==> config.mk <==
export PLATFORM = sky130hd
export DESIGN_NAME = framed_radio_message_receiver
export DESIGN_NICKNAME = d
export VERILOG_FILES = /design/src/frmr_pkg.sv /design/src/frmr_parse.sv /design/src/frmr_outbuf.sv /design/src/framed_radio_message_receiver.sv
export SDC_FILE = /design/constraint.sdc
export NUM_CORES = 1
export LEC_CHECK = 0
export BUFFER_PORTS_ARGS = -buffer_cell sky130_fd_sc_hd__buf_2
export CAP_MARGIN = 30
export CORE_UTILIZATION = 30
export CTS_BUF_LIST = sky130_fd_sc_hd__clkbuf_8
export CTS_CLUSTER_DIAMETER = 50
export DETAILED_ROUTE_END_ITERATION = 7
export PLACE_DENSITY = 0.53
export SYNTH_ARGS = -nofsm -noshare
export SYNTH_HDL_FRONTEND = slang
export SYNTH_SLANG_ARGS = --single-unit
==> constraint.sdc <==
create_clock -name clk -period 5.9 [get_ports clk]
set_input_delay 1.18 -clock clk [delete_from_list [all_inputs] [get_ports clk]]
set_output_delay 1.18 -clock clk [all_outputs]
set_load 0.05 [all_outputs]
==> src/frmr_pkg.sv <==
`timescale 1ns / 1ps
`default_nettype none
// ----------------------------------------------------------------------------
// frmr_pkg: shared types and constants for the framed radio message receiver
// Sync bytes, frame phase codes and the result word carried between stages.
// ----------------------------------------------------------------------------
package frmr_pkg;

	localparam logic [7:0] SYNC_FIRST  = 8'hEC;
	localparam logic [7:0] SYNC_SECOND = 8'hA1;

	// Frame phase, one code per header byte plus hunt and payload
	typedef enum logic [2:0] {
		PH_HUNT1   = 3'd0,
		PH_HUNT2   = 3'd1,
		PH_FLEET   = 3'd2,
		PH_CS_HI   = 3'd3,
		PH_CS_LO   = 3'd4,
		PH_CMD     = 3'd5,
		PH_LEN     = 3'd6,
		PH_PAYLOAD = 3'd7
	} phase_t;

	// One result word
	typedef struct packed {
		logic        data_valid;
		logic [7:0]  data_byte;
		logic [7:0]  data_index;
		logic        frame_end;
		logic [7:0]  fleet;
		logic [15:0] call_sign;
		logic [7:0]  command;
		logic [7:0]  payload_length;
	} res_t;

endpackage
`default_nettype wire

==> src/frmr_parse.sv <==
`timescale 1ns / 1ps
`default_nettype none
// ----------------------------------------------------------------------------
// frmr_parse: frame parser
// Holds the frame phase, header fields and payload count; builds the result
// word combinationally for each payload byte and for a zero length byte.
// ----------------------------------------------------------------------------
module frmr_parse (
	input  wire logic          clk,
	input  wire logic          arst_n,
	input  wire logic          accept,
	input  wire logic [7:0]    rx_byte,
	output frmr_pkg::res_t     res,
	output logic               res_en
);
	import frmr_pkg::*;

	phase_t      phase_q, phase_d;
	logic [7:0]  count_q, count_d;
	logic [7:0]  fleet_q, fleet_d;
	logic [15:0] call_sign_q, call_sign_d;
	logic [7:0]  command_q, command_d;
	logic [7:0]  length_q, length_d;
	logic [7:0]  count_inc;

	assign count_inc = count_q + 8'd1;

	// Next state
	always_comb begin
		phase_d     = phase_q;
		count_d     = count_q;
		fleet_d     = fleet_q;
		call_sign_d = call_sign_q;
		command_d   = command_q;
		length_d    = length_q;
		case (phase_q)
			PH_HUNT1: begin
				if (rx_byte == SYNC_FIRST) phase_d = PH_HUNT2;
			end
			PH_HUNT2: begin
				phase_d = (rx_byte == SYNC_SECOND) ? PH_FLEET : PH_HUNT1;
			end
			PH_FLEET: begin
				fleet_d = rx_byte;
				phase_d = PH_CS_HI;
			end
			PH_CS_HI: begin
				call_sign_d = {rx_byte, call_sign_q[7:0]};
				phase_d     = PH_CS_LO;
			end
			PH_CS_LO: begin
				call_sign_d = {call_sign_q[15:8], rx_byte};
				phase_d     = PH_CMD;
			end
			PH_CMD: begin
				command_d = rx_byte;
				phase_d   = PH_LEN;
			end
			PH_LEN: begin
				count_d = 8'd0;
				if (rx_byte == 8'd0) begin
					// empty frame ends here
					phase_d     = PH_HUNT1;
					fleet_d     = 8'd0;
					call_sign_d = 16'd0;
					command_d   = 8'd0;
					length_d    = 8'd0;
				end else begin
					length_d = rx_byte;
					phase_d  = PH_PAYLOAD;
				end
			end
			PH_PAYLOAD: begin
				if (count_inc >= length_q) begin
					phase_d     = PH_HUNT1;
					count_d     = 8'd0;
					fleet_d     = 8'd0;
					call_sign_d = 16'd0;
					command_d   = 8'd0;
					length_d    = 8'd0;
				end else begin
					count_d = count_inc;
				end
			end
			default: begin
				phase_d = PH_HUNT1;
			end
		endcase
	end

	// Result word
	always_comb begin
		res_en             = 1'b0;
		res.data_valid     = 1'b0;
		res.data_byte      = 8'd0;
		res.data_index     = 8'd0;
		res.frame_end      = 1'b0;
		res.fleet          = fleet_q;
		res.call_sign      = call_sign_q;
		res.command        = command_q;
		res.payload_length = length_q;
		case (phase_q)
			PH_LEN: begin
				res.payload_length = rx_byte;
				if (rx_byte == 8'd0) begin
					res_en        = 1'b1;
					res.frame_end = 1'b1;
				end
			end
			PH_PAYLOAD: begin
				res_en         = 1'b1;
				res.data_valid = 1'b1;
				res.data_byte  = rx_byte;
				res.data_index = count_q;
				res.frame_end  = (count_inc >= length_q);
			end
			default: begin
				res_en = 1'b0;
			end
		endcase
	end

	// State registers
	always_ff @(posedge clk or negedge arst_n) begin
		if (!arst_n) begin
			phase_q     <= PH_HUNT1;
			count_q     <= 8'd0;
			fleet_q     <= 8'd0;
			call_sign_q <= 16'd0;
			command_q   <= 8'd0;
			length_q    <= 8'd0;
		end else if (accept) begin
			phase_q     <= phase_d;
			count_q     <= count_d;
			fleet_q     <= fleet_d;
			call_sign_q <= call_sign_d;
			command_q   <= command_d;
			length_q    <= length_d;
		end
	end

`ifndef SYNTHESIS
	a_end_clears: assert property (@(posedge clk) disable iff (!arst_n)
		accept && res_en && res.frame_end |=> phase_q == PH_HUNT1 && count_q == 8'd0
			&& length_q == 8'd0)
		else $error("frame end did not return parser to hunt");
	a_data_in_payload: assert property (@(posedge clk) disable iff (!arst_n)
		res_en && res.data_valid |-> phase_q == PH_PAYLOAD)
		else $error("payload word outside payload phase");
	a_count_idle: assert property (@(posedge clk) disable iff (!arst_n)
		phase_q != PH_PAYLOAD |-> count_q == 8'd0)
		else $error("payload count nonzero outside payload phase");
`endif

endmodule
`default_nettype wire

==> src/frmr_outbuf.sv <==
`timescale 1ns / 1ps
`default_nettype none
// ----------------------------------------------------------------------------
// frmr_outbuf: result register with skid stage
// Holds result words for the consumer; the skid entry lets the input side
// take a byte in the cycle the output stalls.
// ----------------------------------------------------------------------------
module frmr_outbuf (
	input  wire logic           clk,
	input  wire logic           arst_n,
	input  wire logic           push,
	input  frmr_pkg::res_t      push_res,
	output logic                ready,
	output logic                out_valid,
	input  wire logic           out_ready,
	output frmr_pkg::res_t      out_res
);
	import frmr_pkg::*;

	logic out_valid_q, skid_valid_q;
	res_t out_res_q, skid_res_q;
	logic pop;

	assign pop       = out_valid_q && out_ready;
	assign ready     = !skid_valid_q;
	assign out_valid = out_valid_q;
	assign out_res   = out_res_q;

	// Control
	always_ff @(posedge clk or negedge arst_n) begin
		if (!arst_n) begin
			out_valid_q  <= 1'b0;
			skid_valid_q <= 1'b0;
		end else if (pop) begin
			if (skid_valid_q) begin
				skid_valid_q <= 1'b0;
			end else begin
				out_valid_q <= push;
			end
		end else if (!out_valid_q) begin
			out_valid_q <= push;
		end else if (push) begin
			skid_valid_q <= 1'b1;
		end
	end

	// Data
	always_ff @(posedge clk) begin
		if (pop) begin
			out_res_q <= skid_valid_q ? skid_res_q : push_res;
		end else if (!out_valid_q) begin
			out_res_q <= push_res;
		end else if (push) begin
			skid_res_q <= push_res;
		end
	end

`ifndef SYNTHESIS
	a_skid_behind_out: assert property (@(posedge clk) disable iff (!arst_n)
		skid_valid_q |-> out_valid_q)
		else $error("skid entry held with empty output register");
	a_no_push_full: assert property (@(posedge clk) disable iff (!arst_n)
		push |-> !skid_valid_q)
		else $error("word pushed into full buffer");
	a_skid_moves: assert property (@(posedge clk) disable iff (!arst_n)
		skid_valid_q && out_ready |=> out_valid_q && !skid_valid_q)
		else $error("skid entry not forwarded on pop");
`endif

endmodule
`default_nettype wire

==> src/framed_radio_message_receiver.sv <==
`timescale 1ns / 1ps
`default_nettype none
// ----------------------------------------------------------------------------
// framed_radio_message_receiver: sync-word, length-prefixed frame receiver
// Hunts for sync 0xEC 0xA1, captures a five-byte header and streams the
// payload bytes out with their index and the header fields.
// ----------------------------------------------------------------------------
//   channel | handshake            | words
//   in      | in_valid / in_ready  | rx_byte
//   out     | out_valid / out_ready| data_valid data_byte data_index frame_end
//           |                      | fleet call_sign command payload_length
//
// One byte is taken per cycle while in_ready is high. Sync and header bytes
// produce no word but for a zero length byte, which ends an empty frame.
// A result word is registered in the output register, or in a skid entry
// behind it if the output stalls; in_ready drops only while both are full.
// Reset returns the parser to the sync hunt with cleared header fields.
// ----------------------------------------------------------------------------
module framed_radio_message_receiver (
	input  wire logic        clk,
	input  wire logic        arst_n,
	input  wire logic        in_valid,
	output logic             in_ready,
	input  wire logic [7:0]  rx_byte,
	output logic             out_valid,
	input  wire logic        out_ready,
	output logic             data_valid,
	output logic [7:0]       data_byte,
	output logic [7:0]       data_index,
	output logic             frame_end,
	output logic [7:0]       fleet,
	output logic [15:0]      call_sign,
	output logic [7:0]       command,
	output logic [7:0]       payload_length
);
	import frmr_pkg::*;

	logic accept;
	logic res_en;
	res_t res, out_res;

	assign accept = in_valid && in_ready;

	frmr_parse u_parse (
		.clk    (clk),
		.arst_n (arst_n),
		.accept (accept),
		.rx_byte(rx_byte),
		.res    (res),
		.res_en (res_en)
	);

	frmr_outbuf u_outbuf (
		.clk      (clk),
		.arst_n   (arst_n),
		.push     (accept && res_en),
		.push_res (res),
		.ready    (in_ready),
		.out_valid(out_valid),
		.out_ready(out_ready),
		.out_res  (out_res)
	);

	// Unpack result word onto ports
	assign data_valid     = out_res.data_valid;
	assign data_byte      = out_res.data_byte;
	assign data_index     = out_res.data_index;
	assign frame_end      = out_res.frame_end;
	assign fleet          = out_res.fleet;
	assign call_sign      = out_res.call_sign;
	assign command        = out_res.command;
	assign payload_length = out_res.payload_length;

endmodule
`default_nettype wire

==> flow_summary.json <==
{
  "slew_headroom_pct": 42.2,
  "core_um2": 22900,
  "clkSlewWorstSetupHoldPaths_ns": 0.09,
  "antenna_found_initial": 0,
  "yosys.area.top_type": "edfxtp_1",
  "grtUsageTotal_pct": 12.9,
  "cp_num_buf_inv": 0,
  "area.growth.synth_to_final_pct": 16.2,
  "max-cap-violations": 0,
  "drc": 0,
  "syn_avg_cell_area_um2": 13.6,
  "critPathSlowestCell": "dfrtp_1",
  "worstPathMaxFanout": 13,
  "rsz0062_at_grt": "no",
  "crit_type": "flop to flop",
  "synth-xor-area-share_pct": 0.739,
  "syn_nets": 545,
  "synthesis.area_um2": 7110,
  "cp_top_family": "compound AO/OA/AOI/OAI gates",
  "synth_top_family_by_area": "simple AND/OR/NAND/NOR gates",
  "clock_path_buffers": 2,
  "wl_per_cell_um": 15.7,
  "nFillCells": 2205,
  "preCtsSetupSlack_ns": 2.43,
  "critPathRequiredTime_ns": 6.24,
  "yosysSeqAreaShare_pct": 67.7,
  "htree_levels": 4,
  "die_area_um2": 24300,
  "place_inst": 892,
  "finish.net_count": 619,
  "postCtsSetupBuffers": 0,
  "cp_common_cell": "ha_1",
  "ant_nets": 0,
  "synthFlopType": "edfxtp_1",
  "via_count": 4192,
  "synthArstFlopShare_pct": 31.4,
  "cp-start-kind": "flop",
  "hold_viol": 0,
  "cts_tree": "done",
  "yosys.area_share.simple_pct": 10.7,
  "finClkSkew_ns": 0.0150,
  "fin_crit_ns": 3.28,
  "regArea_um2": 4810,
  "outcome": "complete, no violations",
  "root_buffer": "clkbuf_8",
  "grt_max_degree": 60,
  "synth.distinct_cells": 49,
  "grt_pass1_wl_um": 23500,
  "rows": 55,
  "place.gp.congestion": 0.853,
  "critPathArrivalTime_ns": 3.62,
  "fin_setup_tns_ns": 0,
  "yosys-top-cells-area": "edfxtp_1 49%, dfrtp_1 19%, mux2_2 7.6%",
  "crit_path_cell_trace": "ha_1 > nand3_1 > nor2_1 > xor2_1 > ha_1 > a21o_1 > o21ai_0 > o311ai_4 > o21ai_2 > mux2_2",
  "drive_gt1_share_pct": 27.5,
  "holdCritPathClass": "flop to flop",
  "vdd_drop_max_uv": 135,
  "synth_top_area_share_pct": 49.0,
  "routed_wl_um": 14500,
  "worst_slack_ns": 2.62,
  "hold_buffers": 0,
  "synth.area.mux_share_pct": 9.86,
  "p_leak_nw": 3.40,
  "cts_buffers": 17,
  "diodes": 0,
  "dpl.hpwl_um": 9480,
  "synthAdderAreaFrac_pct": 1.58,
  "drt_iter0_markers": 260,
  "fmax_mhz": 305,
  "setup_viol_count_final": 0,
  "cts_resized": 0,
  "yosys_warnings": 0,
  "initial_utilization_pct": 31.0,
  "overflow": 0,
  "critPathCaptureType": "flop",
  "io_buffers": 71,
  "final_cells": 924,
  "dr.pass1.iters": 4,
  "synth-seq-cells": 169,
  "p_per_area_nw_per_um2": 278,
  "clock-sinks": 169,
  "tightest_slew_ns": 0.865,
  "post-route-period-util_pct": 55.6,
  "die_y_um": 156,
  "worst_hold_slack_ns": 0.459,
  "multi_input_area_um2": 2100,
  "netlist_instances": 524,
  "synth_edf_count": 116,
  "slowest_delay_ns": 0.45,
  "r2r_slack_ns": 2.62,
  "io_pins": 72,
  "die_w_um": 156,
  "synth_compound_area_share_pct": 6.60,
  "drv_slew": 0,
  "grt_pass1_vias": 4254,
  "clk_latency_ns": 0.46,
  "final_core_util_pct": 36.1,
  "vias_per_cell": 4.54
}
[registers in the layout, summed over array words and instances (netlist names)]
signal,cells
u_outbuf.out_res,58
u_outbuf.skid_res_q,58
u_parse.call_sign_q,16
u_parse.command_q,8
u_parse.count_q,8
u_parse.fleet_q,8
u_parse.length_q,8
u_parse.phase_q,3
u_outbuf.out_valid,1
u_outbuf.skid_valid_q,1
[synthesized netlist by cell type, types with 8 or more instances]
library cell    n
edfxtp_1      116
nand2_1        98
dfrtp_1        53
mux2_2         48
inv_1          27
and2_1         25
o21ai_0        24
mux2i_1        16
clkbuf_1       14
nor2_1         14
ha_1            9
nand3_1         9
a22o_1          8
[kinds of logic (layout without fill, tap and decap cells)]
family                     count (synthesis)  in the layout
AOI/OAI and AO/OA                         62             62
xor gates and xnor gates                   6              6
adders and majority gates                  9              9
buffers and inverters                     48            135
DFF                                      169            169
muxes                                     64             64
and+or+nand+nor                          166            166
[cells in the final DEF (no fill, tap or decap), drive strengths merged, types with 3 or more instances in the layout]
| cell | netlist | final |
|---|---|---|
| and2 | 25 | 25 |
| ha | 9 | 9 |
| bufinv | 0 | 4 |
| buf | 7 | 76 |
| nor2 | 14 | 14 |
| clkinvlp | 0 | 3 |
| inv | 27 | 30 |
| dfrtp | 53 | 53 |
| mux2 | 48 | 48 |
| nand2b | 3 | 3 |
| a22o | 8 | 8 |
| xnor2 | 3 | 3 |
| nand3 | 9 | 9 |
| o21ai | 28 | 28 |
| edfxtp | 116 | 116 |
| and3 | 5 | 5 |
| clkbuf | 14 | 20 |
| nand2 | 98 | 98 |
| xor2 | 3 | 3 |
| a21o | 4 | 4 |
| mux2i | 16 | 16 |
| a21oi | 5 | 5 |
[power by group]
| group | total (mW) | internal [mW] | switching, mW |
|---|---|---|---|
| clock | 0.934 | 0.501 | 0.433 |
| combinational | 0.0809 | 0.0216 | 0.0593 |
| sequential | 1.28 | 1.27 | 0.0123 |
| total | 2.30 | 1.79 | 0.505 |
[per-stage QoR]
step,power [mW],cell area (um2)
after floorplan,1.36,7110
after global placement,1.39,7800
after detailed placement,1.39,7800
after CTS,2.33,8260
after global routing,2.39,8260
final,2.30,8260
[layout make-up]
type                    instances  area share, %
clock buffers                  20           3.33
clock inverters                12           2.26
inverters                      27           1.23
multi-input cells             307           25.5
flip-flops and latches        169           58.2
well taps                     313           4.74
repair buffers                 76           4.76
[per-layer routing]
metal	share of wire (%)	track usage [%]	routed length (um)
met5	0	0	0
met2	45	19.2	6540
met4	2.6	5.70	372
met1	48	17.4	7000
met3	4.2	3.58	611
[path summary, 6_finish.rpt]
check | from | end | depth (start not counted)
max | u_parse.count_q[0]$_DFFE_PN0P_ | u_parse.fleet_q[5]$_DFFE_PN0P_ | 10
min | u_parse.call_sign_q[13]$_DFFE_PN0P_ | u_outbuf.skid_res_q[29]$_DFFE_PP_ | 0
max reg2reg | u_parse.count_q[0]$_DFFE_PN0P_ | u_parse.fleet_q[5]$_DFFE_PN0P_ | 10
min reg2reg | u_parse.call_sign_q[13]$_DFFE_PN0P_ | u_outbuf.skid_res_q[29]$_DFFE_PP_ | 0
max in group asynchronous | arst_n | u_parse.call_sign_q[15]$_DFFE_PN0P_ | 2
min in group asynchronous | arst_n | u_parse.call_sign_q[5]$_DFFE_PN0P_ | 2
Power figures use the tool's default switching activity.
